**src/design/twd_pkg.sv**
```systemverilog
`timescale 1ns / 1ps
// Shared types and constants for the vertex twist deformer.
// No dependencies; imported by every module of the block.
package twd_pkg;

    // Twist rate register width, signed Q4.12
    localparam int RATE_W = 16;

    // Angle constants, 27 fraction bits
    localparam longint ANG_TWO_PI  = 843314857;
    localparam longint ANG_PI      = 421657428;
    localparam longint ANG_HALF_PI = 210828714;

    // CORDIC start value and unit, 30 fraction bits
    localparam longint CORDIC_GAIN_Q30 = 652032874;
    localparam longint ONE_Q30         = 1073741824;
    localparam longint ROUND_Q30       = 536870912;

    // Reduced angle is below 2*pi, so it fits in 30 bits
    localparam int RED_W = 30;
    // Residual angle, CORDIC x/y, and clamped sine/cosine widths
    localparam int ZW  = 31;
    localparam int CW  = 33;
    localparam int SCW = 32;

    typedef logic signed [ZW-1:0]  twd_ang_t;
    typedef logic signed [CW-1:0]  twd_cord_t;
    typedef logic signed [SCW-1:0] twd_trig_t;

    // Per-stage control carried down the cell chain
    typedef struct packed {
        logic valid;
        logic neg;
    } twd_ctl_t;

    // atan(2^-i) in Q27, rounded to nearest
    function automatic twd_ang_t atan_q27(input logic [4:0] idx);
        twd_ang_t val;
        case (idx)
            5'd0:    val = ZW'(105414357);
            5'd1:    val = ZW'(62229729);
            5'd2:    val = ZW'(32880480);
            5'd3:    val = ZW'(16690645);
            5'd4:    val = ZW'(8377711);
            5'd5:    val = ZW'(4192939);
            5'd6:    val = ZW'(2096981);
            5'd7:    val = ZW'(1048555);
            5'd8:    val = ZW'(524285);
            5'd9:    val = ZW'(262144);
            5'd10:   val = ZW'(131072);
            5'd11:   val = ZW'(65536);
            5'd12:   val = ZW'(32768);
            5'd13:   val = ZW'(16384);
            5'd14:   val = ZW'(8192);
            5'd15:   val = ZW'(4096);
            5'd16:   val = ZW'(2048);
            5'd17:   val = ZW'(1024);
            5'd18:   val = ZW'(512);
            5'd19:   val = ZW'(256);
            5'd20:   val = ZW'(128);
            5'd21:   val = ZW'(64);
            5'd22:   val = ZW'(32);
            5'd23:   val = ZW'(16);
            default: val = '0;
        endcase
        return val;
    endfunction

endpackage

```
**src/design/twd_cordic_cell.sv**
```systemverilog
`timescale 1ns / 1ps
// One CORDIC rotation-mode micro-rotation, registered.
// Depends on twd_pkg (atan table, widths).
module twd_cordic_cell
    import twd_pkg::*;
#(
    parameter int IDX   = 0,
    parameter int PAY_W = 120
)
(
    input  logic             clk,
    input  logic             rst_n,
    input  logic             en,
    input  twd_ctl_t         ctl_in,
    input  twd_cord_t        x_in,
    input  twd_cord_t        y_in,
    input  twd_ang_t         z_in,
    input  logic [PAY_W-1:0] pay_in,
    output twd_ctl_t         ctl_out,
    output twd_cord_t        x_out,
    output twd_cord_t        y_out,
    output twd_ang_t         z_out,
    output logic [PAY_W-1:0] pay_out
);

    localparam twd_ang_t ATAN_I = atan_q27(5'(IDX));

    twd_ctl_t         ctl_reg;
    twd_cord_t        x_reg;
    twd_cord_t        x_next;
    twd_cord_t        y_reg;
    twd_cord_t        y_next;
    twd_ang_t         z_reg;
    twd_ang_t         z_next;
    logic [PAY_W-1:0] pay_reg;
    twd_cord_t        dx;
    twd_cord_t        dy;

    // rotate toward zero residual angle
    always_comb
    begin
        dx = y_in >>> IDX;
        dy = x_in >>> IDX;
        if (!z_in[ZW-1])
        begin
            x_next = x_in - dx;
            y_next = y_in + dy;
            z_next = z_in - ATAN_I;
        end
        else
        begin
            x_next = x_in + dx;
            y_next = y_in - dy;
            z_next = z_in + ATAN_I;
        end
    end

    always_ff @(posedge clk or negedge rst_n)
    begin
        if (!rst_n)
            ctl_reg <= '0;
        else if (en)
            ctl_reg <= ctl_in;
    end

    always_ff @(posedge clk)
    begin
        if (en)
        begin
            x_reg   <= x_next;
            y_reg   <= y_next;
            z_reg   <= z_next;
            pay_reg <= pay_in;
        end
    end

    assign ctl_out = ctl_reg;
    assign x_out   = x_reg;
    assign y_out   = y_reg;
    assign z_out   = z_reg;
    assign pay_out = pay_reg;

endmodule

```
**config.mk**
```make
export PLATFORM = sky130hd
export DESIGN_NAME = twd_cordic_cell
export DESIGN_NICKNAME = d
export VERILOG_FILES = /design/src/design/twd_pkg.sv /design/src/design/twd_cordic_cell.sv
export SDC_FILE = /design/constraint.sdc
export NUM_CORES = 1
export LEC_CHECK = 0
export BUFFER_PORTS_ARGS = -buffer_cell sky130_fd_sc_hd__buf_2
export CORE_ASPECT_RATIO = 0.75
export CORE_MARGIN = 5
export CORE_UTILIZATION = 30
export DETAILED_ROUTE_END_ITERATION = 12
export MAX_ROUTING_LAYER = met4
export RECOVER_POWER = 25
export SLEW_MARGIN = 20
export SYNTH_ARGS = -nofsm -noshare
export SYNTH_HDL_FRONTEND = slang
export SYNTH_SLANG_ARGS = --single-unit
```
**constraint.sdc**
```tcl
create_clock -name clk -period 1.1 [get_ports clk]
set_clock_uncertainty 0.05 [all_clocks]
set_input_delay 0.11 -clock clk [delete_from_list [all_inputs] [get_ports clk]]
set_output_delay 0.11 -clock clk [all_outputs]
set_load 0.05 [all_outputs]
```
==> results of run 1 <==
cells in the final DEF (no fill, tap or decap), types with 19 or more instances in the layout:
cell / count
a21oi_4: 20
nor2_1: 80
inv_1: 73
buf_6: 290
nand2_1: 46
dlygate4sd3_1: 128
a21oi_1: 85
xnor2_1: 61
edfxtp_1: 216
o21ai_2: 25
a21o_1: 30
o21ai_0: 22
buf_2: 187
clkbuf_16: 25
ha_4: 38
o21ai_1: 19
ha_1: 89
buf_4: 450
a21oi_2: 38
worst max-delay path: stages:
cell	delay (ps)
buf_12	130
inv_12	70
ha_4	200
a21o_1	180
a211o_1	300
a311o_1	400
nand2_2	110
o22a_1	190
nand4b_1	190
a31oi_4	330
o31ai_4	110
xor2_1	180
kinds of logic after synthesis:
group | Yosys count | synth area share, %
buffers and inverters | 146 | 4.18
multiplexers | 19 | 1.40
AND/OR/NAND/NOR | 300 | 10.7
XOR/XNOR | 88 | 5.60
adder cells (fa/ha/maj) | 137 | 12.7
flip-flops | 218 | 47.5
AO/OA/AOI/OAI | 386 | 17.9
cell type report:
class,count,share of cell area (%)
Antenna cell,8,0.0751
Clock buffer,30,2.42
Clock inverter,15,0.751
Inverter,104,1.89
Multi-Input combinational cell,930,32.2
Sequential cell,218,24.5
Tap cell,595,2.79
Timing Repair Buffer,1094,35.3
how the worst max path moves through the flow:
stage	from	to	slack, ps	cells past startpoint
floorplan	z_in[30]	z_out[29]	-1370	13
global placement	x_in[4]	x_out[29]	-1950	12
detailed placement	x_in[4]	x_out[29]	-1940	12
CTS	x_in[4]	x_out[29]	-1210	12
global route	z_in[30]	z_out[29]	-1250	12
finish	z_in[30]	z_out[29]	-1180	12
sequential cells by signal (all words and copies together) (netlist names):
| register | count |
|---|---|
| pay_out | 120 |
| x_out | 32 |
| ctl_out | 2 |
| z_out | 31 |
| y_out | 33 |
per-stage QoR:
step / instances / total power, mW / util (%) / area, µm²
after floorplan: 1294 / 18.2 / - / 14700
after global placement: 2732 / 23.0 / 45.6 / 20800
after detailed placement: 2732 / 23.1 / 45.6 / 20800
after CTS: 2958 / 34.6 / 56.8 / 25900
after global routing: 2994 / 36.6 / 58.3 / 26700
final: 2994 / 35.3 / 58.3 / 26700
power by group:
part           leakage, nW  total (mW)  switching [mW]  internal [mW]
logic                 9.13        15.6            8.77           6.80
clock network        0.415        8.71            3.55           5.17
registers             2.14        11.0           0.601           10.4
total                 11.7        35.3            12.9           22.4
per-layer routing:
layer / share of wire (%) / global-route usage, % / vias up / routed length, µm
li1: - / - / 6917 / -
met3: 4.7 / 2.92 / 108 / 2880
met5: 0 / - / - / 0
met4: 3.5 / 7.17 / 0 / 2180
met2: 48 / 39.0 / 518 / 29800
met1: 43 / 30.3 / 7213 / 26700
repair_timing:
action                                  in CTS  in global routing
hold endpoints to repair                   147                  1
pin swaps                                  164                133
buffers inserted                            63                 38
gates resized for setup                    701                112
endpoints found under the setup margin     305                308
==> key figures, run 1 <==
GRT
  – First-pass GRT wire length: approximately 91000 µm
  – Total GRT Usage: between 20% and 30%
  – Largest net degree at the start of global routing: 74
  – Total gr overflow: 0
  – Initial antenna violation count: 9
  – Vias in the first global route: about 15000

Place
  – Final Wtd Congestion: 0.968
  – Pre-CTS setup slack: -1940 ps
  – Post-DP HPWL: 44400 µm
  – I/O Buffers: 440

Timing
  – RSZ-0062 raised after global routing: true
  – Post-route setup TNS: -111500 ps
  – Shortest period the worst path allows: 2280 ps
  – WHS: -43.9 ps
  – Max Slew Vio Count: 0
  – Max Freq: approximately 0.44 GHz
  – Final period util: 207%
  – Hold Violations, Final: 1
  – Slew margin rel.: between 50% and 60%
  – Final setup fails: 307
  – Fin worst setup slack: -1180 ps
  – Actual slew at the worst max-slew pin: roughly 720 ps

Logic synthesis
  – Post-synth EDFFs: about 220
  – Register area share after synthesis: 47.5%
  – Mapped Cells: ~1300
  – Mapped Area: roughly 14000 µm²
  – Netlist cell types: around 80
  – Syn nets: 1653
  – Syn Area/Cell: about 11 µm²
  – Commonest register cell after synthesis: edfxtp_1
  – Area share of the largest cell type after synthesis: between 40% and 50%
  – Syn. warnings: 0
  – #FFs+latches synth: approximately 220
  – Top-count cell post-synth: edfxtp_1
  – Synth area leader: edfxtp_1
  – Largest cells by area after synthesis: edfxtp_1 (47%), ha_1 (12%), a21oi_1 (5.1%)
  – Async S/R FF share, synth: less than 1%
  – Synth cell count leaders: edfxtp_1 (216), a21oi_1 (139), ha_1 (133), inv_1 (102), nor2_1 (97)

Job
  – Max-cap check violation count: 0

Outcome
  – Failing checks: negative hold slack, negative setup slack
  – Status: complete, but fails checks

Floorplan
  – Initial Util: 30.1%
  – Die height: ~200 µm
  – # rows: 68
  – # IOs: about 440
  – Die Area: approximately 50000 µm²
  – CORE AREA: roughly 46000 µm²
  – Die Width: ~260 µm

Power
  – PwrDens: around 1300 nW/µm²
  – Leakage: 11.7 nW
  – VDD IR max: 0.977 mV

Critical path
  – Crit path max fanout: 6
  – Worst Reg2Reg Path Length in Cells: 3
  – Flop-to-flop setup slack: approximately 10 ps
  – Reg-to-reg startpoint: ctl_out[0]
  – CP Capture Type: flip-flop
  – Critical Path AT: between 2000 and 3000 ps
  – Crit path kind: in -> reg
  – Worst setup SP type: input port
  – Data required time at the worst endpoint: 1340 ps
  – R2r endpoint: ctl_out[0]

Route
  – Final ANT Viol Nets: 0
  – Vias post-DR: between 10000 and 15000
  – Final WL: 61600 µm
  – DR vias/cell: just under 5
  – DRT iter0 DRCs: 943
  – DR WL/cell: between 20 and 25 µm
  – DR DRC count: 0
  – First-pass DRT Iterations: 5

Finish
  – Multi-input logic area: about 8600 µm²
  – Filler instances: 3648
  – Area grow syn2layout: 93.8%
  – Layout cells sized above 1: approximately 54%
  – FF/Latch Area: between 6000 and 7000 µm²
  – Final #Nets: around 2700

Clocking
  – CTS Hold Bufs: around 130
  – H-tree depth: 1
  – CTS tree: yes
  – CTS Buffer Depth: 3
  – Clock-pin slew on the worst setup and hold paths: about 60 ps
  – CTS sink count: between 200 and 250
  – CTS buffer count: 25
  – Root buf cell: clkbuf_16
  – Clock latency at the later pin of the worst-skew pair: about 540 ps

Hold path
  – Hold EP: z_out[1]
  – Worst hold start: z_in[1]
  – Worst hold path stage count: 2
  – Worst min path class: in -> reg
Note: power is estimated with default switching activity, not from simulation.
==> run 2, diff against run 1 <==
- CELL_PAD_IN_SITES_DETAIL_PLACEMENT: unset -> 0
- CELL_PAD_IN_SITES_GLOBAL_PLACEMENT: unset -> 1
- PLACE_DENSITY_LB_ADDON: unset -> 0.1
==> key figures, run 2 (synthesis gave the netlist of run 1 again) <==
Job
  – Max-cap check violation count: 0 (unchanged)

Clocking
  – Clock latency at the later pin of the worst-skew pair: 550 ps (about the same)
  – CTS sink count: 218 (unchanged)
  – Clock-pin slew on the worst setup and hold paths: 60 ps (about the same)
  – CTS tree: yes
  – H-tree depth: 1 (unchanged)
  – Root buf cell: clkbuf_16
  – CTS buffer count: 27 (+8.0%)
  – CTS Hold Bufs: 131 (+2.3%)
  – CTS Buffer Depth: 3 (unchanged)

Finish
  – Commonest non-fill, non-tap cell in the layout: buf_4
  – Final core utilization: 58.6% (+0.28 points)
  – Layout cells sized above 1: 55.0% (+0.64 points)
  – Area grow syn2layout: 94.8%
  – Max FFs per register: 120 (unchanged)
  – Filler instances: 3799 (+4.1%)
  – Final #Nets: 2728 (-0.15%)
  – Most frequent cells in the layout: buf_4 (436), buf_6 (299), edfxtp_1 (216)
  – FF/Latch Area: 6540 µm² (unchanged)
  – Multi-input logic area: 8760 µm² (+1.9%)

Floorplan
  – Initial Util: 30.1% (unchanged)
  – Die Area: 50300 µm² (unchanged)
  – # IOs: 441 (unchanged)
  – # rows: 68 (unchanged)
  – Die height: 195 µm (unchanged)
  – CORE AREA: 45700 µm² (unchanged)
  – Die Width: 257 µm (unchanged)

GRT
  – GRT busiest layer: met2
  – First-pass GRT wire length: 90200 µm (-1.2%)
  – Largest net degree at the start of global routing: 40 (-46%)
  – Grt met3 use: 3.32% (+0.40 points)
  – Total GRT Usage: 23.5% (about the same)
  – Total gr overflow: 0 (unchanged)
  – Initial antenna violation count: 3 (-6)
  – Met1 GRT Util: 30.9% (+0.63 points)
  – Vias in the first global route: 14792 (-2.7%)
  – Met2 usage: 38.9% (-0.11 points)

Place
  – I/O Buffers: 440 (unchanged)
  – Final Wtd Congestion: 0.884 (-8.7%)
  – Post-DP HPWL: 47100 µm (+6.2%)

Timing
  – Fin worst setup slack: -1220 ps (-37.1 ps)
  – Actual slew at the worst max-slew pin: 693 ps (-22.8 ps)
  – Final period util: 211% (+3.4 points)
  – Final setup fails: 304 (-0.98%)
  – RSZ-0062 raised after global routing: true
  – Max Freq: 0.431 GHz (-1.6%)
  – Hold Violations, Final: 1 (unchanged)
  – Shortest period the worst path allows: 2320 ps (+37.1 ps)
  – WHS: -49.6 ps (-5.69 ps)
  – Slew margin rel.: 53.8% (+1.5 points)
  – Max Slew Vio Count: 0 (unchanged)

Route
  – Final ANT Viol Nets: 0 (unchanged)
  – DRT iter0 DRCs: 676 (-28%)
  – DR vias/cell: 4.79 (-2.8%)
  – First-pass DRT Iterations: 6 (+1)
  – Vias post-DR: 14290 (-3.2%)
  – DR WL/cell: 20.3 µm (-1.5%)
  – DR DRC count: 0 (unchanged)
  – Final WL: 60500 µm (-1.8%)

Power
  – Leakage: 11.7 nW (+0.40%)
  – PwrDens: 1320 nW/µm² (-0.18%)
  – Overall Power: 35.4 mW (+0.30%)
  – VDD IR max: 0.997 mV (+2.0%)

Outcome
  – Status: complete, but fails checks
  – Failing checks: negative hold slack, negative setup slack

Hold path
  – Worst hold path stage count: 2 (unchanged)
  – Worst min path class: in -> reg

Critical path
  – Crit path kind: in -> reg
  – Worst setup SP type: input port
  – Data required time at the worst endpoint: 1370 ps (+30 ps)
  – Worst Reg2Reg Path Length in Cells: 2 (-1)
  – CP Capture Type: flip-flop
  – Critical Path AT: 2590 ps (+70 ps)
  – Crit path max fanout: 5 (-1)
run 2: final cells by class:
| class | instances | area share [%] |
|---|---|---|
| repair buffers | 1088 | 35.0 |
| multi-input cells | 930 | 32.7 |
| flip-flops and latches | 218 | 24.4 |
| well taps | 595 | 2.78 |
| clock buffers | 32 | 2.59 |
| inverters | 104 | 1.86 |
| clock inverters | 15 | 0.617 |
| diodes | 2 | 0.0187 |
run 2: metrics by stage:
stage / cell area [µm²] / setup TNS (ps) / setup slack [ps] / hold slack [ps] / instances
2_1_floorplan: 14700 / -79260 / -1370 / -236 / 1294
3_3_place_gp: 20700 / -127030 / -1970 / -152 / 2723
3_5_place_dp: 20700 / -127870 / -1960 / -152 / 2723
4_1_cts: 25800 / -109260 / -1170 / 0.363 / 2949
5_1_grt: 26800 / -118240 / -1240 / -57.6 / 2984
6_report: 26800 / -103990 / -1220 / -49.6 / 2984
run 2: worst paths after layout:
check                           slack, ps    endpoint  startpoint
worst max-delay path                -1220   x_out[27]     y_in[4]
worst min-delay path                  -50    z_out[1]     z_in[0]
worst max register to register        180  ctl_out[1]  ctl_out[1]
worst min register to register        510  ctl_out[0]  ctl_out[0]
max in group asynchronous             490  ctl_out[1]       rst_n
min in group asynchronous             380  ctl_out[0]       rst_n
run 2: power breakdown:
part	internal, mW	switching [mW]
Combinational	6.88	8.69
Sequential	10.4	0.595
Clock	5.20	3.62
Total	22.5	12.9
run 2: what timing repair did:
action                     4_1_cts  5_1_grt
hold endpoints to repair       139        1
gates resized for setup        684      165
cloned                           1        0
pin swaps                      144      156
buffers inserted                52       53
setup endpoints to repair      306      304
run 2: routing by layer:
layer,share of wire [%],vias to the layer above
met1,45,6935
li1,-,6922
met2,48,368
met3,4.6,65
met4,2.3,0
met5,0,-
run 2: worst max-delay path, cell delays in order:
cell	delay (ps)
buf_8	100
ha_4	240
buf_8	130
a211oi_4	250
nor2_1	100
o41a_1	410
or2_4	270
a41o_4	250
a2111oi_4	380
buf_4	180
a21oi_2	30
xnor2_1	130
