`src/design/twd_pkg.sv`:
```
`timescale 1ns / 1ps
// Shared types and constants for the vertex twist deformer.
// No dependencies; imported by every module of the block.
package twd_pkg;

    // Twist rate register width, signed Q4.12
    localparam int RATE_W = 16;

    // Angle constants, 27 fraction bits
    localparam longint ANG_TWO_PI  = 843314857;
    localparam longint ANG_PI      = 421657428;
    localparam longint ANG_HALF_PI = 210828714;

    // CORDIC start value and unit, 30 fraction bits
    localparam longint CORDIC_GAIN_Q30 = 652032874;
    localparam longint ONE_Q30         = 1073741824;
    localparam longint ROUND_Q30       = 536870912;

    // Reduced angle is below 2*pi, so it fits in 30 bits
    localparam int RED_W = 30;
    // Residual angle, CORDIC x/y, and clamped sine/cosine widths
    localparam int ZW  = 31;
    localparam int CW  = 33;
    localparam int SCW = 32;

    typedef logic signed [ZW-1:0]  twd_ang_t;
    typedef logic signed [CW-1:0]  twd_cord_t;
    typedef logic signed [SCW-1:0] twd_trig_t;

    // Per-stage control carried down the cell chain
    typedef struct packed {
        logic valid;
        logic neg;
    } twd_ctl_t;

    // atan(2^-i) in Q27, rounded to nearest
    function automatic twd_ang_t atan_q27(input logic [4:0] idx);
        twd_ang_t val;
        case (idx)
            5'd0:    val = ZW'(105414357);
            5'd1:    val = ZW'(62229729);
            5'd2:    val = ZW'(32880480);
            5'd3:    val = ZW'(16690645);
            5'd4:    val = ZW'(8377711);
            5'd5:    val = ZW'(4192939);
            5'd6:    val = ZW'(2096981);
            5'd7:    val = ZW'(1048555);
            5'd8:    val = ZW'(524285);
            5'd9:    val = ZW'(262144);
            5'd10:   val = ZW'(131072);
            5'd11:   val = ZW'(65536);
            5'd12:   val = ZW'(32768);
            5'd13:   val = ZW'(16384);
            5'd14:   val = ZW'(8192);
            5'd15:   val = ZW'(4096);
            5'd16:   val = ZW'(2048);
            5'd17:   val = ZW'(1024);
            5'd18:   val = ZW'(512);
            5'd19:   val = ZW'(256);
            5'd20:   val = ZW'(128);
            5'd21:   val = ZW'(64);
            5'd22:   val = ZW'(32);
            5'd23:   val = ZW'(16);
            default: val = '0;
        endcase
        return val;
    endfunction

endpackage

```
`src/design/twd_mod_cell.sv`:
```
`timescale 1ns / 1ps
// One step of the angle reduction chain: conditional subtract of 2*pi << SHIFT.
// Depends on twd_pkg.
module twd_mod_cell
    import twd_pkg::*;
#(
    parameter int RW    = 42,
    parameter int SHIFT = 0,
    parameter int PAY_W = 120
)
(
    input  logic             clk,
    input  logic             rst_n,
    input  logic             en,
    input  twd_ctl_t         ctl_in,
    input  logic [RW-1:0]    r_in,
    input  logic [PAY_W-1:0] pay_in,
    output twd_ctl_t         ctl_out,
    output logic [RW-1:0]    r_out,
    output logic [PAY_W-1:0] pay_out
);

    localparam logic [RW-1:0] STEP = RW'(ANG_TWO_PI) << SHIFT;

    twd_ctl_t         ctl_reg;
    logic [RW-1:0]    r_reg;
    logic [RW-1:0]    r_next;
    logic [PAY_W-1:0] pay_reg;

    // restoring subtract
    always_comb
    begin
        r_next = (r_in >= STEP) ? (r_in - STEP) : r_in;
    end

    always_ff @(posedge clk or negedge rst_n)
    begin
        if (!rst_n)
            ctl_reg <= '0;
        else if (en)
            ctl_reg <= ctl_in;
    end

    always_ff @(posedge clk)
    begin
        if (en)
        begin
            r_reg   <= r_next;
            pay_reg <= pay_in;
        end
    end

    assign ctl_out = ctl_reg;
    assign r_out   = r_reg;
    assign pay_out = pay_reg;

endmodule

```
`config.mk`:
```
export PLATFORM = sky130hd
export DESIGN_NAME = twd_mod_cell
export DESIGN_NICKNAME = d
export VERILOG_FILES = /design/src/design/twd_pkg.sv /design/src/design/twd_mod_cell.sv
export SDC_FILE = /design/constraint.sdc
export NUM_CORES = 1
export LEC_CHECK = 0
export BUFFER_PORTS_ARGS = -buffer_cell sky130_fd_sc_hd__buf_4
export CAP_MARGIN = 25
export CORE_AREA = 2 2 128 130
export CTS_CLUSTER_SIZE = 24
export DETAILED_ROUTE_END_ITERATION = 8
export DIE_AREA = 0 0 130 132
export GPL_ROUTABILITY_DRIVEN = 0
export HOLD_SLACK_MARGIN = 0.05
export PLACE_DENSITY = 0.79
export SYNTH_ARGS = -nofsm -noshare
export SYNTH_HDL_FRONTEND = slang
export SYNTH_SLANG_ARGS = --single-unit
```
`constraint.sdc`:
```
create_clock -name clk -period 1 [get_ports clk]
set_input_delay 0.1 -clock clk [delete_from_list [all_inputs] [get_ports clk]]
set_output_delay 0.1 -clock clk [all_outputs]
set_load 0.01 [all_outputs]
```
==> results of run 1 <==
[Yosys cell counts, types with 3 or more instances]
library cell,number
edfxtp_1,162
xor2_1,31
nor2_1,28
nand2_1,18
nor4_1,15
o21ai_0,14
nor3_1,10
a21oi_1,9
xnor2_1,9
clkbuf_1,5
nand3_1,5
a211oi_1,4
inv_1,4
or2_2,4
and3_1,3
buf_6,3
nand2b_1,3
or4_1,3
[flip-flops by register name (all words and copies together) (netlist names)]
name,count
ctl_out,2
r_out,42
pay_out,120
[how the worst min path moves through the flow]
stage             start                endpoint  slack [ns]
3_5_place_dp      rst_n  ctl_out[1]$_DFFE_PN0P_       -0.11
2_1_floorplan     rst_n  ctl_out[0]$_DFFE_PN0P_       -0.20
3_3_place_gp      rst_n  ctl_out[1]$_DFFE_PN0P_       -0.11
6_report       r_in[40]     r_out[40]$_DFFE_PP_        0.07
5_1_grt              en   pay_out[28]$_DFFE_PP_        0.05
4_1_cts        r_in[41]     r_out[41]$_DFFE_PP_        0.05
[logic make-up (layout without fill, tap and decap cells)]
kind of cell,after synthesis,in the layout,share of synthesized area [%]
AOI/OAI and AO/OA,39,39,3.90
xor gates and xnor gates,40,40,5.65
adders and majority gates,2,2,0.404
buffers and inverters,14,604,1.25
DFF,164,164,79.3
muxes,3,3,0.525
other,0,1,0
and+or+nand+nor,105,105,8.96
[where the power goes]
part	switching (mW)	internal, mW	leakage (nW)	total, mW
clock network	3.06	4.47	0.312	7.53
registers	0.353	8.24	1.61	8.59
logic	1.52	2.15	3.42	3.67
total	4.93	14.9	5.35	19.8
[area by class of cell]
class | instances | share of cell area, %
diodes | 1 | 0.0197
clock inverters | 14 | 1.77
inverters | 4 | 0.118
well taps | 216 | 2.12
repair buffers | 569 | 41.6
multi-input cells | 189 | 12.3
clock buffers | 17 | 3.34
flip-flops and latches | 164 | 38.6
[critical path, delay by kind of cell]
kind / cells / cell delay [ns]
buffers and inverters: 2 / 0.25
AOI/OAI and AO/OA: 1 / 0.13
xor gates and xnor gates: 1 / 0.26
and+or+nand+nor: 4 / 1.57
[per-stage QoR]
step / hold WS [ns] / power [mW]
after global routing: 0.0536 / 20.3
after detailed placement: -0.110 / 11.2
after global placement: -0.110 / 11.1
after floorplan: -0.196 / 9.16
after CTS: 0.0506 / 19.2
final: 0.0701 / 19.8
[layer usage]
layer | up-vias | global-route usage, % | wire length [um]
li1 | 2558 | - | -
met1 | 2997 | 36.7 | 10100
met5 | - | 0.294 | 0
met3 | 97 | 8.60 | 2660
met2 | 438 | 54.8 | 15200
met4 | 0 | 14.6 | 1570
[repair_timing]
action / CTS / global route
hold endpoints to repair: 126 / 0
cloned: 1 / 0
pin swaps: 22 / 9
buffers inserted: 4 / 4
gates resized for setup: 174 / 46
hold buffers: 126 / 0
endpoints found under the setup margin: 206 / 206
==> results.py, run 1 <==
metrics = {
    "placed_design": {
        "placed_cell_area_um2": 9820,
        "portBuffers": 330,
        "dp.cells": 1007,
        "pre_cts_ws_ns": -1.66,
        "hpwl_mm": 16.5,
    },
    "yosys": {
        "syn_inst": 367,
        "synth.largest_area_cell": "edfxtp_1",
        "synthTopCellsByArea": "edfxtp_1 (78%), xor2_1 (4.4%), nor2_1 (1.7%)",
        "synth-edff-count": 162,
        "synth_cell_types": 47,
        "async_flop_share_pct": 1.22,
        "syn-cell-area_um2": 6200,
        "synthFlopType": "edfxtp_1",
        "synth_top_area_share_pct": 78.5,
        "syn_nets": 536,
        "ys_ff_latch": 164,
        "yosys_warnings": 0,
        "seq_area_frac_synth_pct": 79.3,
        "avgSynthCellArea_um2": 16.9,
    },
    "pwr": {
        "peakVddDrop_mv": 1.20,
        "p_leak_nw": 5.35,
        "pwr_density_cell_nw_per_um2": 1560,
    },
    "clocking": {
        "htree_levels": 4,
        "clk_latency_ns": 0.43,
        "cts_buffers": 17,
        "clock-sinks": 164,
        "cts_tree": "built",
        "cts-root-buf": "clkbuf_16",
        "clk_pin_slew_ns": 0.07,
        "clock_path_buffers": 2,
    },
    "global_routing": {
        "overflow": 0,
        "grt_max_degree": 37,
        "grtUsageTotal_pct": 31.8,
        "grt_first_pass_wirelength_mm": 39.8,
        "grt_pass1_vias": 6284,
        "antenna_found_initial": 1,
    },
    "sta": {
        "skew_ns": 0,
        "fin_ws_ns": -1.09,
        "tightest_slew_ns": 0.848,
        "finalHoldViolations": 0,
        "rsz0062_at_grt": "true",
        "slew_viol_final": 0,
        "fin_crit_ns": 2.09,
        "post-route-period-util_pct": 209,
        "fin_tns_setup_ns": -51.81,
        "fmax_ghz": 0.478,
        "setup_viol": 206,
        "slew_headroom_pct": 43.3,
    },
    "layout": {
        "areaGrowthSynthToFinish_pct": 105,
        "multi_input_area_um2": 1570,
        "drive_gt1_share_pct": 55.3,
        "design_area_um2": 12700,
        "fin_util_pct": 80.9,
        "final-seq-area_um2": 4910,
        "fill_cells": 793,
        "nets": 1114,
        "final_cell_mix": "buf_4 (273), edfxtp_1 (162), buf_6 (161)",
        "instances_no_fill": 1174,
        "layout_commonest_cell": "buf_4",
    },
    "route": {
        "ant_nets": 0,
        "drt_iter0_markers": 554,
        "vias": 6090,
        "drt-total-wl_mm": 29.5,
        "via_per_inst": 5.19,
        "wl_per_cell_um": 25.1,
        "route.detailed.drc": 0,
        "dr.pass1.iters": 4,
    },
    "worst_setup_path": {
        "reg2reg_slack_ns": 0.08,
        "crit_slowest_cell": "or4_4",
        "endpoint": "r_out[15]$_DFFE_PP_",
        "cp_common_cell": "or4_4",
        "worst_ep_required_time_ns": 1.23,
        "end_kind": "flip-flop",
        "worstSetupStartpoint": "r_in[18]",
        "r2r-end": "ctl_out[0]$_DFFE_PN0P_",
        "path_class": "input pin to flip-flop",
        "worst-r2r-cell-count": 2,
        "setup.worst_path.start_class": "input pin",
        "regToRegStartpoint": "ctl_out[0]$_DFFE_PN0P_",
        "path_max_fanout": 6,
        "max_stage_delay_ns": 0.58,
        "worstPathArrival_ns": 2.32,
        "cp_cell_sequence": "buf_8, or4_4, or4_4, a21oi_4, and3b_4, buf_12, nor3b_4, xor2_1",
    },
    "job": {
        "maxCapViolCount": 0,
    },
    "floorplan": {
        "start_util_pct": 39.4,
        "die_w_um": 130,
        "fp.dieH_um": 132,
        "ios": 331,
        "rows": 46,
        "die-area_um2": 17200,
        "core_area_um2": 15700,
    },
    "min_path": {
        "hold_path_depth": 3,
        "hold_class": "input pin to flip-flop",
    },
    "status": {
        "run_status": "finished with violations",
        "violations": "setup timing",
    },
}
(Power assumes the default switching activity.)
==> run 2, diff against run 1 <==
- GPL_TIMING_DRIVEN: unset -> 0
==> run 2 against run 1 <==
The run still ends with setup timing left. Highest routed layer is now met5. Global-route usage down 1.1 points. Largest power group unchanged. Combinational power shrank 2%. Clock power shrank 11%. First-iteration DRC count is 1.8% higher. Via count decreased by 3.2%. Critical path type unchanged.
==> results.py, run 2 (synthesized netlist as in run 1, its figures left out) <==
metrics = {
    "route": {
        "wl_per_cell_um": 25.2,
        "dr.pass1.iters": 5,
        "ant_nets": 0,
        "route.detailed.drc": 0,
        "drt_iter0_markers": 564,
        "via_per_inst": 5.23,
        "wl_met3_mm": 2.49,
        "drt-met1-wl_mm": 10.3,
        "wl_met2_mm": 14.1,
        "drt-total-wl_mm": 28.4,
        "topRoutingLayerUsed": "met5",
        "vias": 5893,
    },
    "floorplan": {
        "ios": 331,
        "die_w_um": 130,
        "fp.dieH_um": 132,
        "core_area_um2": 15700,
        "rows": 46,
        "die-area_um2": 17200,
        "start_util_pct": 39.4,
    },
    "layout": {
        "nets": 1063,
        "largest_reg_flops": 120,
        "final_cell_mix": "buf_4 (178), buf_6 (166), edfxtp_1 (162)",
        "fill_cells": 784,
        "layout_commonest_cell": "buf_4",
        "areaGrowthSynthToFinish_pct": 103,
        "design_area_um2": 12600,
        "drive_gt1_share_pct": 50.7,
    },
    "worst_setup_path": {
        "worst_ep_required_time_ns": 1.16,
        "path_delay_family": "simple AND/OR/NAND/NOR gates",
        "path_class": "input pin to flip-flop",
        "regToRegStartpoint": "ctl_out[0]$_DFFE_PN0P_",
        "setup.worst_path.start_class": "input pin",
        "reg2reg_slack_ns": 0.11,
        "worst-r2r-cell-count": 2,
        "path_max_fanout": 7,
        "crit_slowest_cell": "or4_4",
        "cp_num_buf_inv": 3,
        "worstPathArrival_ns": 2.31,
        "end_kind": "flip-flop",
        "cp_cell_sequence": "buf_8, or4_4, or4_4, a21oi_2, and3b_1, buf_6, buf_6, nor4_4, xor2_1",
        "max_stage_delay_ns": 0.56,
        "r2r-end": "ctl_out[0]$_DFFE_PN0P_",
    },
    "global_routing": {
        "overflow": 0,
        "grt_pass1_vias": 5969,
        "grtUsageTotal_pct": 30.8,
        "grt_max_degree": 103,
        "antenna_found_initial": 2,
        "grt_first_pass_wirelength_mm": 38.2,
    },
    "clocking": {
        "cts_tree": "built",
        "clock_path_buffers": 2,
        "htree_levels": 4,
        "clock-sinks": 164,
        "cts-root-buf": "clkbuf_16",
        "cts_buffers": 17,
        "clk_latency_ns": 0.42,
        "clk_pin_slew_ns": 0.07,
    },
    "status": {
        "violations": "setup timing",
        "run_status": "finished with violations",
    },
    "pwr": {
        "peakVddDrop_mv": 1.26,
        "p_leak_nw": 5.09,
        "pwr_density_cell_nw_per_um2": 1500,
    },
    "sta": {
        "setup_viol": 206,
        "fmax_ghz": 0.466,
        "skew_ns": 0,
        "fin_crit_ns": 2.15,
        "slew_viol_final": 0,
        "fin_ws_ns": -1.15,
        "finalHoldViolations": 0,
        "post-route-period-util_pct": 215,
        "rsz0062_at_grt": "true",
        "slew_headroom_pct": 48.3,
        "tightest_slew_ns": 0.772,
    },
    "min_path": {
        "hold_end": "r_out[40]$_DFFE_PP_",
        "hold_path_depth": 3,
        "min_from": "r_in[39]",
        "hold_class": "input pin to flip-flop",
    },
    "placed_design": {
        "hpwl_mm": 15.3,
        "portBuffers": 326,
        "pre_cts_ws_ns": -1.87,
        "placed_cell_area_um2": 9060,
    },
    "job": {
        "maxCapViolCount": 0,
    },
}
run 2: cell types whose count changed in the layout (fill, tap and decap cells not counted), sizes merged, moves of 2 or more:
cell / change
dlygate4sd3: +33
clkbuf: +7
diode: +2
inv: +3
bufinv: -3
buf: -90
run 2: layout make-up:
| cell class | count | area (um^2) | share of cell area, % |
|---|---|---|---|
| Clock buffer | 18 | 429 | 3.41 |
| Clock inverter | 14 | 163 | 1.29 |
| Timing Repair Buffer | 510 | 4970 | 39.5 |
| Tap cell | 216 | 270 | 2.15 |
| Buffer | 8 | 83.8 | 0.667 |
| Multi-Input combinational cell | 189 | 1720 | 13.7 |
| Inverter | 4 | 15.0 | 0.119 |
| Sequential cell | 164 | 4910 | 39.1 |
| Antenna cell | 3 | 7.51 | 0.0597 |
run 2: stage by stage:
step                      total power [mW]  std cells  TNS, ns  hold WS (ns)  util, %
final                                 18.9       1126   -52.81        0.0827     80.0
after CTS                             18.4       1113   -55.63       -0.0181     77.7
after global routing                  19.4       1124   -60.25        0.0706     80.0
after floorplan                       9.16        367   -54.26        -0.196        -
after global placement                10.8        909  -226.14        -0.111     57.5
after detailed placement              10.9        910  -115.26        -0.111     57.7
run 2: report_power, final:
part / switching [mW] / leakage (nW) / internal, mW
logic: 1.51 / 3.20 / 2.08
registers: 0.339 / 1.61 / 8.24
clock network: 2.95 / 0.282 / 3.75
run 2: layer usage:
metal | global-route usage (%) | vias up
met5 | 0 | -
met4 | 14.4 | 2
met3 | 9.17 | 100
met2 | 51.7 | 413
met1 | 36.0 | 2913
li1 | - | 2465
run 2: worst min-delay path, delay by kind of cell:
kind,cells,cell delay (ns)
xor+xnor,1,0.13
buf+inv,1,0.11
simple gates,1,0.05
run 2: how the worst max path moves through the flow:
stage | startpoint | end | slack [ns] | depth (start not counted)
after global placement | r_in[13] | r_out[31]$_DFFE_PP_ | -1.87 | 8
final | r_in[20] | r_out[31]$_DFFE_PP_ | -1.15 | 9
after global routing | r_in[20] | r_out[31]$_DFFE_PP_ | -1.20 | 9
after floorplan | r_in[31] | r_out[10]$_DFFE_PP_ | -1.42 | 9
after CTS | r_in[20] | r_out[31]$_DFFE_PP_ | -1.21 | 10
after detailed placement | r_in[12] | r_out[31]$_DFFE_PP_ | -1.87 | 8
run 2: what timing repair did:
item                                    in CTS  in global routing
cloned                                       2                  2
pin swaps                                   31                 27
gates resized for setup                    199                 67
endpoints found under the setup margin     263                214
hold buffers                               158                  1
endpoints found under the hold margin      159                  1
setup buffers                               11                  9
==> run 3, diff against run 2 <==
- CELL_PAD_IN_SITES_DETAIL_PLACEMENT: unset -> 1
- CELL_PAD_IN_SITES_GLOBAL_PLACEMENT: unset -> 2
- CORE_AREA: 2 2 128 130 -> unset
- CORE_UTILIZATION: unset -> 28
- DIE_AREA: 0 0 130 132 -> unset
- PLACE_DENSITY: 0.79 -> 0.85
==> run 3 against run 2 <==
The run still ends with setup timing left. First-iteration DRC count decreased by 27%. Global-route usage shrank 4.2 points. Critical path depth is 2 higher. Sequential power barely moved. Highest routed layer is now met4. Largest cell class unchanged. Critical endpoint is now r_out[3]$_DFFE_PP_.
==> results.py, run 3 (synthesized netlist as in run 1, its figures left out) <==
metrics = {
    "worst_setup_path": {
        "worstPathArrival_ns": 2.47,
        "r2r-end": "ctl_out[0]$_DFFE_PN0P_",
        "worst_ep_required_time_ns": 1.29,
        "path_max_fanout": 6,
        "path_class": "input pin to flip-flop",
        "end_kind": "flip-flop",
        "regToRegStartpoint": "ctl_out[0]$_DFFE_PN0P_",
        "reg2reg_slack_ns": -0.04,
        "worst-r2r-cell-count": 3,
        "setup.worst_path.start_class": "input pin",
    },
    "global_routing": {
        "antenna_found_initial": 0,
        "grtUsageTotal_pct": 26.6,
        "grt_first_pass_wirelength_mm": 43.0,
        "grt_pass1_vias": 6330,
        "grt_max_degree": 58,
        "overflow": 0,
    },
    "layout": {
        "final-seq-area_um2": 4910,
        "fin_util_pct": 58.7,
        "design_area_um2": 12800,
        "drive_gt1_share_pct": 51.6,
        "multi_input_area_um2": 1760,
        "final_cell_mix": "buf_4 (180), buf_6 (171), edfxtp_1 (162)",
        "largest_reg_flops": 120,
        "layout_commonest_cell": "buf_4",
        "instances_no_fill": 1193,
        "nets": 1070,
        "areaGrowthSynthToFinish_pct": 106,
        "fill_cells": 2045,
        "insertedDiodeCount": 0,
    },
    "clocking": {
        "htree_levels": 4,
        "cts_tree": "built",
        "clock-sinks": 164,
        "clk_pin_slew_ns": 0.07,
        "cts_buffers": 17,
        "clock_path_buffers": 2,
        "clk_latency_ns": 0.42,
        "cts-root-buf": "clkbuf_16",
    },
    "pwr": {
        "p_switching_mw": 4.99,
        "pwr-share-clk_pct": 35.9,
        "peakVddDrop_mv": 0.758,
        "combPwrFrac_pct": 19.1,
        "p_leak_nw": 5.17,
        "seq_power_share_pct": 45.0,
        "finalPower_mw": 19.1,
        "swShare_pct": 26.1,
        "intPower_mw": 14.1,
        "pwr_density_cell_nw_per_um2": 1490,
    },
    "route": {
        "via_per_inst": 4.84,
        "wl_met2_mm": 15.9,
        "route.detailed.drc": 0,
        "ant_nets": 0,
        "wl_per_cell_um": 26.0,
        "drt-met1-wl_mm": 11.7,
        "topRoutingLayerUsed": "met4",
        "vias": 5770,
        "dr.pass1.iters": 4,
        "wl_met3_mm": 1.86,
        "drt_iter0_markers": 414,
        "drt-total-wl_mm": 31.0,
    },
    "sta": {
        "slew_viol_final": 0,
        "slew_headroom_pct": 48.0,
        "skew_ns": 0,
        "finalHoldViolations": 0,
        "timing.hold.ws_ns": 0.0699,
        "post-route-period-util_pct": 218,
        "fin_ws_ns": -1.18,
        "rsz0062_at_grt": "true",
        "setup_viol": 207,
        "tightest_slew_ns": 0.778,
        "fmax_ghz": 0.459,
        "fin_tns_setup_ns": -53.93,
        "fin_crit_ns": 2.18,
    },
    "floorplan": {
        "rows": 54,
        "die-area_um2": 22700,
        "start_util_pct": 28.5,
        "die_w_um": 151,
        "fp.dieH_um": 151,
        "core_area_um2": 21800,
        "ios": 331,
    },
    "placed_design": {
        "portBuffers": 326,
        "pre_cts_ws_ns": -2.02,
        "hpwl_mm": 17.7,
        "dp.cells": 974,
        "placed_cell_area_um2": 9140,
    },
    "min_path": {
        "hold_end": "r_out[40]$_DFFE_PP_",
        "hold_path_depth": 3,
        "hold_class": "input pin to flip-flop",
        "min_from": "r_in[39]",
    },
    "status": {
        "violations": "setup timing",
        "run_status": "finished with violations",
    },
    "job": {
        "maxCapViolCount": 0,
    },
}
[run 3: cell count changes in the layout (fill, tap and decap cells not counted), moves of 2 or more]
| cell | previous run | this run |
|---|---|---|
| buf_4 | 178 | 180 |
| clkbuf_16 | 20 | 18 |
| xor2_2 | 3 | 0 |
| buf_6 | 166 | 171 |
| diode_2 | 3 | 0 |
| o21ai_0 | 10 | 8 |
| o21ai_4 | 0 | 2 |
| xor2_1 | 28 | 31 |
[run 3: area by class of cell]
type,count,share of cell area [%]
well taps,280,2.74
repair buffers,516,39.4
clock inverters,14,1.30
multi-input cells,189,13.8
inverters,4,0.118
clock buffers,17,3.33
flip-flops and latches,164,38.5
plain buffers,9,0.832
[run 3: per-layer routing]
| layer | track usage (%) | vias up |
|---|---|---|
| li1 | - | 2479 |
| met1 | 30.2 | 2905 |
| met2 | 46.9 | 306 |
| met3 | 6.30 | 80 |
| met4 | 12.8 | 0 |
| met5 | 0 | - |
[run 3: how the worst max path moves through the flow]
stage,endpoint,depth (start not counted),startpoint,slack [ns]
final,r_out[3]$_DFFE_PP_,11,r_in[31],-1.18
after global routing,r_out[3]$_DFFE_PP_,11,r_in[31],-1.23
after CTS,r_out[3]$_DFFE_PP_,11,r_in[21],-1.23
after detailed placement,r_out[31]$_DFFE_PP_,8,r_in[13],-2.02
after global placement,r_out[31]$_DFFE_PP_,8,r_in[13],-2.08
after floorplan,r_out[10]$_DFFE_PP_,9,r_in[31],-1.42
[run 3: repair_timing]
| item | CTS | global route |
|---|---|---|
| pin swaps | 28 | 34 |
| hold endpoints to repair | 157 | 2 |
| endpoints found under the setup margin | 264 | 260 |
| hold buffers | 156 | 2 |
| setup buffers | 16 | 11 |
| gates resized for setup | 206 | 78 |
| gates cloned | 3 | 1 |
[run 3: critical path, cell delays in order]
cell	delay, ns
buf_8	0.10
or3_4	0.40
or2_4	0.27
or4_4	0.44
a21oi_2	0.13
and3b_1	0.20
buf_6	0.14
buf_6	0.13
buf_6	0.11
or3_4	0.37
nand2_2	0.07
[run 3: power groups by stage]
| stage | combinational (mW) | clock (mW) | sequential (mW) |
|---|---|---|---|
| floorplan | 0.317 | 0 | 8.84 |
| global placement | 2.34 | 0 | 8.54 |
| detailed placement | 2.43 | 0 | 8.57 |
| CTS | 3.37 | 6.86 | 8.52 |
| global route | 3.79 | 7.22 | 8.64 |
| finish | 3.64 | 6.86 | 8.60 |
